<file path="src/design/tlv_pkg.sv">
// Shared types and constants for the timecode lock validator.
// Used by every module of the block; depends on nothing else.
`timescale 1ns / 1ps
package tlv_pkg;

  localparam int FRAME_W  = 23;
  localparam int SECS_W   = 17;
  localparam int MINS_W   = 11;
  localparam int ADJ_W    = 12;
  localparam int RUN_W    = 8;
  localparam int FSG_W    = 16;

  localparam int HOUR_SECS      = 3600;
  localparam int MIN_SECS       = 60;
  localparam int HOUR_MINS      = 60;
  // floor(x / 10) == (x * 6554) >> 16 for every minute count below 2048.
  localparam int TEN_RECIP       = 6554;
  localparam int TEN_RECIP_SHIFT = 16;
  localparam int RECIP_W         = 24;

  localparam int Q_DEPTH = 4;
  localparam int Q_PTR_W = $clog2(Q_DEPTH);
  localparam int Q_CNT_W = Q_PTR_W + 1;

  localparam logic [7:0]  CONFIRM_RESET = 8'd3;
  localparam logic [15:0] DROPOUT_RESET = 16'd10;

  typedef enum logic [1:0] {
    CFG_CONFIRM_WINDOW = 2'd0,
    CFG_DROPOUT_LIMIT  = 2'd1
  } cfg_index_t;

  typedef struct packed {
    logic [4:0] hours;
    logic [5:0] minutes;
    logic [5:0] seconds;
    logic [5:0] frame_in_second;
    logic       drop_frame;
    logic [2:0] rate_code;
    logic [5:0] nominal_fps;
  } in_item_t;

  typedef struct packed {
    logic locked;
    logic dropout;
  } out_item_t;

  // What the front hands to the back through the queue.
  typedef struct packed {
    logic [FRAME_W-1:0] frame_number;
    logic [2:0]         rate_code;
  } frame_item_t;

  typedef struct packed {
    logic [7:0]  confirm_window;
    logic [15:0] dropout_limit;
  } cfg_t;

endpackage

</file>
<file path="src/design/timecode_lock_validator_top.sv">
// Top level of the timecode lock validator: configuration registers and wiring.
// Depends on tlv_pkg, tlv_front, tlv_queue and tlv_back.
`timescale 1ns / 1ps
// One timecode item in, one result item (locked, dropout) out, in order. The
// block accepts an item every cycle while results are taken; each item passes
// through the frame-number pipeline (one constant multiply stage, one fps
// multiply stage), the four-entry queue and the output register. Input stall
// rises only when queue entries plus items in the pipeline reach the queue
// depth. Configuration writes are always accepted and should only be made
// while the block is idle.
module timecode_lock_validator_top
  import tlv_pkg::*;
(
  input  logic       clk,
  input  logic       rst_n,
  input  logic       in_valid,
  output logic       in_stall,
  input  in_item_t   in_data,
  output logic       out_valid,
  input  logic       out_stall,
  output out_item_t  out_data,
  input  logic       cfg_valid,
  output logic       cfg_ready,
  input  cfg_index_t cfg_index,
  input  logic [15:0] cfg_data
);

  cfg_t               cfg_r;
  logic               push, pop, q_valid;
  frame_item_t        push_data, q_data;
  logic [Q_CNT_W-1:0] q_count;

  assign cfg_ready = 1'b1;

  always_ff @(posedge clk) begin
    if (!rst_n) begin
      cfg_r.confirm_window <= CONFIRM_RESET;
      cfg_r.dropout_limit  <= DROPOUT_RESET;
    end else if (cfg_valid && cfg_ready) begin
      case (cfg_index)
        CFG_CONFIRM_WINDOW: cfg_r.confirm_window <= cfg_data[7:0];
        CFG_DROPOUT_LIMIT:  cfg_r.dropout_limit  <= cfg_data;
        default:            cfg_r <= cfg_r;
      endcase
    end
  end

  tlv_front u_front (
    .clk       (clk),
    .rst_n     (rst_n),
    .in_valid  (in_valid),
    .in_stall  (in_stall),
    .in_data   (in_data),
    .q_count   (q_count),
    .push      (push),
    .push_data (push_data)
  );

  tlv_queue u_queue (
    .clk       (clk),
    .rst_n     (rst_n),
    .push      (push),
    .push_data (push_data),
    .pop       (pop),
    .q_valid   (q_valid),
    .q_data    (q_data),
    .q_count   (q_count)
  );

  tlv_back u_back (
    .clk       (clk),
    .rst_n     (rst_n),
    .cfg       (cfg_r),
    .q_valid   (q_valid),
    .q_data    (q_data),
    .pop       (pop),
    .out_valid (out_valid),
    .out_stall (out_stall),
    .out_data  (out_data)
  );

endmodule

</file>
<file path="src/design/tlv_front.sv">
// Front end: two-stage pipeline that turns a timecode into a linear frame number.
// Depends on tlv_pkg; pushes into tlv_queue and throttles on its fill count.
`timescale 1ns / 1ps
module tlv_front
  import tlv_pkg::*;
(
  input  logic               clk,
  input  logic               rst_n,
  input  logic               in_valid,
  output logic               in_stall,
  input  in_item_t           in_data,
  input  logic [Q_CNT_W-1:0] q_count,
  output logic               push,
  output frame_item_t        push_data
);

  logic               v1_r, v2_r;
  logic [SECS_W-1:0]  secs_r;
  logic [5:0]         fps_r, fis_r;
  logic [ADJ_W-1:0]   adj_r;
  logic [2:0]         rate1_r;
  logic [FRAME_W-1:0] n2_r;
  logic [2:0]         rate2_r;

  logic [SECS_W-1:0]  secs_nxt;
  logic [MINS_W-1:0]  mins;
  logic [RECIP_W-1:0] recip_prod;
  logic [MINS_W-1:0]  tens;
  logic [ADJ_W-1:0]   adj_nxt;
  logic [FRAME_W-1:0] prod;
  logic [FRAME_W-1:0] n2_nxt;
  logic               take;

  // Items in flight in the pipeline already hold a queue slot.
  assign in_stall = ({1'b0, q_count} + {{Q_CNT_W{1'b0}}, v1_r} + {{Q_CNT_W{1'b0}}, v2_r})
                    >= (Q_CNT_W+1)'(Q_DEPTH);
  assign take = in_valid && !in_stall;

  always_comb begin
    secs_nxt = SECS_W'(in_data.hours) * SECS_W'(HOUR_SECS)
             + SECS_W'(in_data.minutes) * SECS_W'(MIN_SECS)
             + SECS_W'(in_data.seconds);
    mins = MINS_W'(in_data.hours) * MINS_W'(HOUR_MINS) + MINS_W'(in_data.minutes);
    recip_prod = RECIP_W'(mins) * RECIP_W'(TEN_RECIP);
    tens = MINS_W'(recip_prod >> TEN_RECIP_SHIFT);
    // Drop-frame skips two frames each minute except every tenth one.
    adj_nxt = in_data.drop_frame ? ADJ_W'({mins - tens, 1'b0}) : '0;
  end

  always_comb begin
    prod = FRAME_W'(secs_r) * FRAME_W'(fps_r);
    n2_nxt = prod + FRAME_W'(fis_r) - FRAME_W'(adj_r);
  end

  always_ff @(posedge clk) begin
    if (!rst_n) begin
      v1_r <= 1'b0;
      v2_r <= 1'b0;
    end else begin
      v1_r <= take;
      v2_r <= v1_r;
    end
  end

  always_ff @(posedge clk) begin
    if (take) begin
      secs_r  <= secs_nxt;
      fps_r   <= in_data.nominal_fps;
      fis_r   <= in_data.frame_in_second;
      adj_r   <= adj_nxt;
      rate1_r <= in_data.rate_code;
    end
    if (v1_r) begin
      n2_r    <= n2_nxt;
      rate2_r <= rate1_r;
    end
  end

  assign push = v2_r;
  assign push_data.frame_number = n2_r;
  assign push_data.rate_code    = rate2_r;

endmodule

</file>
<file path="src/design/tlv_queue.sv">
// Small FIFO of frame numbers between the front and back halves.
// Depends on tlv_pkg for the item type and depth.
`timescale 1ns / 1ps
module tlv_queue
  import tlv_pkg::*;
(
  input  logic               clk,
  input  logic               rst_n,
  input  logic               push,
  input  frame_item_t        push_data,
  input  logic               pop,
  output logic               q_valid,
  output frame_item_t        q_data,
  output logic [Q_CNT_W-1:0] q_count
);

  frame_item_t        mem_r [Q_DEPTH];
  logic [Q_PTR_W-1:0] wr_r, rd_r;
  logic [Q_CNT_W-1:0] cnt_r;

  assign q_valid = cnt_r != '0;
  assign q_data  = mem_r[rd_r];
  assign q_count = cnt_r;

  always_ff @(posedge clk) begin
    if (!rst_n) begin
      wr_r  <= '0;
      rd_r  <= '0;
      cnt_r <= '0;
    end else begin
      if (push) wr_r <= wr_r + 1'b1;
      if (pop)  rd_r <= rd_r + 1'b1;
      case ({push, pop})
        2'b10:   cnt_r <= cnt_r + 1'b1;
        2'b01:   cnt_r <= cnt_r - 1'b1;
        default: cnt_r <= cnt_r;
      endcase
    end
  end

  always_ff @(posedge clk) begin
    if (push) mem_r[wr_r] <= push_data;
  end

endmodule

</file>
<file path="src/design/tlv_back.sv">
// Back end: continuity check, lock and dropout tracking, output register.
// Depends on tlv_pkg; drains tlv_queue.
`timescale 1ns / 1ps
module tlv_back
  import tlv_pkg::*;
(
  input  logic        clk,
  input  logic        rst_n,
  input  cfg_t        cfg,
  input  logic        q_valid,
  input  frame_item_t q_data,
  output logic        pop,
  output logic        out_valid,
  input  logic        out_stall,
  output out_item_t   out_data
);

  logic               have_r, have_nxt;
  logic [2:0]         prate_r;
  logic [FRAME_W-1:0] pframe_r;
  logic [RUN_W-1:0]   run_r, run_nxt;
  logic               lock_r, lock_nxt;
  logic [FSG_W-1:0]   fsg_r, fsg_nxt;
  logic               ovalid_r;
  out_item_t          odata_r, odata_nxt;

  assign pop = q_valid && (!ovalid_r || !out_stall);

  always_comb begin
    have_nxt  = 1'b1;
    run_nxt   = run_r;
    lock_nxt  = lock_r;
    fsg_nxt   = (fsg_r == '1) ? fsg_r : fsg_r + 1'b1;
    odata_nxt.locked = 1'b0;
    if (!have_r) begin
      run_nxt = RUN_W'(1);
    end else if (q_data.rate_code != prate_r ||
                 q_data.frame_number != pframe_r + 1'b1) begin
      run_nxt  = RUN_W'(1);
      lock_nxt = 1'b0;
    end else begin
      run_nxt = (run_r == '1) ? run_r : run_r + 1'b1;
      fsg_nxt = '0;
      if (run_nxt >= cfg.confirm_window) lock_nxt = 1'b1;
      odata_nxt.locked = lock_nxt;
    end
    odata_nxt.dropout = fsg_nxt >= cfg.dropout_limit;
  end

  always_ff @(posedge clk) begin
    if (!rst_n) begin
      have_r   <= 1'b0;
      prate_r  <= '0;
      pframe_r <= '0;
      run_r    <= '0;
      lock_r   <= 1'b0;
      fsg_r    <= '0;
      ovalid_r <= 1'b0;
    end else begin
      if (pop) begin
        have_r   <= have_nxt;
        prate_r  <= q_data.rate_code;
        pframe_r <= q_data.frame_number;
        run_r    <= run_nxt;
        lock_r   <= lock_nxt;
        fsg_r    <= fsg_nxt;
        ovalid_r <= 1'b1;
      end else if (!out_stall) begin
        ovalid_r <= 1'b0;
      end
    end
  end

  always_ff @(posedge clk) begin
    if (pop) odata_r <= odata_nxt;
  end

  assign out_valid = ovalid_r;
  assign out_data  = odata_r;

endmodule
</file>
<file path="config.mk">
export PLATFORM = sky130hd
export DESIGN_NAME = timecode_lock_validator_top
export DESIGN_NICKNAME = d
export VERILOG_FILES = /design/src/design/tlv_pkg.sv /design/src/design/timecode_lock_validator_top.sv /design/src/design/tlv_front.sv /design/src/design/tlv_queue.sv /design/src/design/tlv_back.sv
export SDC_FILE = /design/constraint.sdc
export NUM_CORES = 1
export LEC_CHECK = 0
export BUFFER_PORTS_ARGS = -buffer_cell sky130_fd_sc_hd__buf_2
export CAP_MARGIN = 20
export CORE_MARGIN = 2
export CORE_UTILIZATION = 45
export CTS_CLUSTER_DIAMETER = 30
export DETAILED_ROUTE_END_ITERATION = 16
export SETUP_SLACK_MARGIN = 0.3
export SYNTH_ARGS = -nofsm -noshare
export SYNTH_HDL_FRONTEND = slang
export SYNTH_SLANG_ARGS = --single-unit
</file>
<file path="constraint.sdc">
create_clock -name clk -period 19.04 [get_ports clk]
set_clock_uncertainty 0.2 [all_clocks]
set_input_delay 0.952 -clock clk [delete_from_list [all_inputs] [get_ports clk]]
set_output_delay 0.952 -clock clk [all_outputs]
set_load 0.005 [all_outputs]
</file>
==> summary.txt <==
Outcome
  • Status: finished clean

Flow run
  • Max_cap viols: 0

Detailed routing
  • Via/cell ratio: 5.08
  • Post-route DRC violation count: 0
  • DR pass1 iterations: 4
  • Initial detailed-routing violation count: 566
  • Post-Route WL: 37800 um
  • Drt wl/cell: 14.8 um
  • Vias: 12900
  • Antenna Nets Post-Route: 0

Critical path
  • Worst path max stage delay: 0.63 ns
  • CP max stage cell: fa_1
  • Worst endpoint data arrival time: 10.04 ns
  • Crit-path max FO: 7
  • CP Capture Type: flop
  • Critical Path RT: 19.14 ns
  • Most used cell, CP: fa_1
  • CP Launch Type: input port
  • Setup CP Type: in2reg

Yosys
  • Syn_nets: 2252
  • Mapped Area: 19500 um2
  • Largest family of logic cells by synthesized area: adder cells
  • Sequential area share after synthesis: 35.9%
  • Top post-synthesis cells by area: edfxtp_1, ha_1, fa_1
  • XOR/XNOR share of the synthesized area: 5.60%
  • Mapped Cells: 1842
  • Post-synth EDFFs: 175
  • Simple-Gate Fraction of Synth Area: 12.8%
  • Top cell type by total area after synthesis: edfxtp_1
  • Top cell type's share of synthesized area: 26.9%
  • Compound-Gate Fraction of Synth Area: 9.07%
  • Asr flop ratio synth: 0%
  • Synth top cells by count: inv_1, ha_1, nand2_1
  • Count leader, synth: inv_1
  • Post-synthesis register bit count: 263
  • Synth warn: 0
  • Mean Syn Cell Area: 10.6 um2
  • Adder-cell share of the synthesized area: 27.6%
  • Synth Flop Type: edfxtp_1
  • Post-synthesis mux area share: 3.26%
  • Cell variety after synth: 84

Die
  • Die ar.: 45100 um2
  • Die width: 212 um
  • Initial Util: 45.4%
  • Core area: 43000 um2
  • Standard-cell row count: 76
  • Top Ports: 61
  • Die H: 212 um

Clock network
  • CTS Buffer Depth: 3
  • Max H-tree Level: 2
  • CTS clock-pin slew for the worst setup and hold paths: 0.05 ns
  • Worst-skew pair later-pin latency: 0.56 ns
  • TritonCTS clock tree: yes
  • CTS Hold Bufs: 0
  • Post-CTS Resized: 0
  • Number of setup buffers added after CTS: 0
  • Clk Tree Root Cell: clkbuf_16
  • Clock sinks: 263
  • Inserted Clock Buffers: 52

Global route
  • Initial antenna violation count: 1
  • Grt total ovfl: 0
  • Pin count of the biggest net entering global routing: 70
  • Vias in the first global route: 13700
  • Global Route Usage Sum: 17.6%
  • First-pass GRT wire length: 64900 um

Timing
  • Period utilization: 52.2%
  • Max-slew violation count: 0
  • Setup TNS Final: 0 ns
  • Worst slew pin tran: 0.978 ns
  • Tmin final: 9.94 ns
  • Hold Fails Final Rpt: 0
  • Setup violators final: 0
  • RSZ-0062 raised after global routing: false
  • Max-slew headroom: 34.8%
  • Fmax: 101 MHz

Final layout
  • Nets@finish: 2329
  • Area of the multi-input gates: 11400 um2
  • Fillers: 3899
  • Area Growth Syn to Fin: 13.8%
  • Share of layout cells above drive strength 1: 10.8%
  • Sequential standard cell area: 7020 um2

Placed design
  • Hpwl dp: 28900 um
  • IO buf count: 59
  • GPL Wtd Cong: 0.871

Hold path
  • Hold Path Class: reg2reg
-- final cells by class --
type	instances	share of cell area [%]
antenna	1	0.0113
tap	585	3.29
clock inverter	41	2.15
multi-input combinational	1291	51.3
clock buffer	55	5.91
timing repair buffer	71	1.73
inverter	240	4.06
sequential	263	31.6
-- sequential cells by signal (all words and copies together), names as in the netlist, 2 cells and up, named ones only --
signal           flops
u_queue.q_count      3
u_back.prate_r       3
u_queue.rd_r         2
u_queue.wr_r         2
u_front.secs_r      17
u_back.out_data      2
u_front.n2_r        23
u_front.rate2_r      3
cfg_r               24
u_queue.mem_r      104
u_back.fsg_r        16
u_back.run_r         8
u_front.adj_r       11
u_front.rate1_r      3
u_back.pframe_r     23
u_front.fis_r        6
u_front.fps_r        6
-- final timing paths --
path | start | endpoint | slack [ns] | depth (start not counted)
max | in_data[31] | u_front.adj_r[11] | 9.10 | 35
min | u_front.rate1_r[1] | u_front.rate2_r[1] | 0.21 | 0
max reg2reg | u_front.fps_r[3] | u_front.n2_r[22] | 13.17 | 18
min reg2reg | u_front.rate1_r[1] | u_front.rate2_r[1] | 0.21 | 0
-- critical path: cells and delay by family --
kind,cells,cell delay (ns)
adder cells (fa/ha/maj),9,4.09
AO/OA/AOI/OAI,12,2.47
XOR/XNOR,3,1.10
AND/OR/NAND/NOR,5,0.86
buffers and inverters,6,0.55
-- kinds of logic (layout without fill, tap and decap cells) --
| group | count (synthesis) | after routing |
|---|---|---|
| flops | 263 | 263 |
| mux | 31 | 31 |
| simple gates | 500 | 500 |
| other cells | 1 | 2 |
| buf+inv | 288 | 407 |
| fa+ha+maj | 354 | 354 |
| xor+xnor | 119 | 119 |
| compound gates | 286 | 286 |
-- cells in the final DEF (no fill, tap or decap), drive strengths merged, types with 72 or more instances in the layout --
| cell | netlist | routed |
|---|---|---|
| inv | 239 | 251 |
| and2 | 75 | 75 |
| nand2 | 186 | 186 |
| dfxtp | 88 | 88 |
| ha | 226 | 226 |
| nor2 | 72 | 72 |
| a21oi | 114 | 114 |
| edfxtp | 175 | 175 |
| xnor2 | 78 | 78 |
| fa | 128 | 128 |
-- metrics by stage --
step	cells	setup slack (ns)	hold WS, ns	cell area, um2	utilization (%)
floorplan	1842	9.52	0.200	19500	-
global placement	2450	8.74	0.208	20400	47.5
detailed placement	2450	8.53	0.209	20400	47.5
CTS	2546	9.09	0.217	22200	51.7
global route	2546	8.39	0.226	22200	51.7
finish	2547	9.10	0.214	22200	51.7
-- metal layers --
layer	GRT usage, %	routed length, um
met3	2.39	987
met4	5.04	743
met2	32.6	19500
met1	21.3	16600
met5	0	0
Power is not shown: default switching activity piles up to over one toggle a cycle in this logic, so the estimate is an artifact.
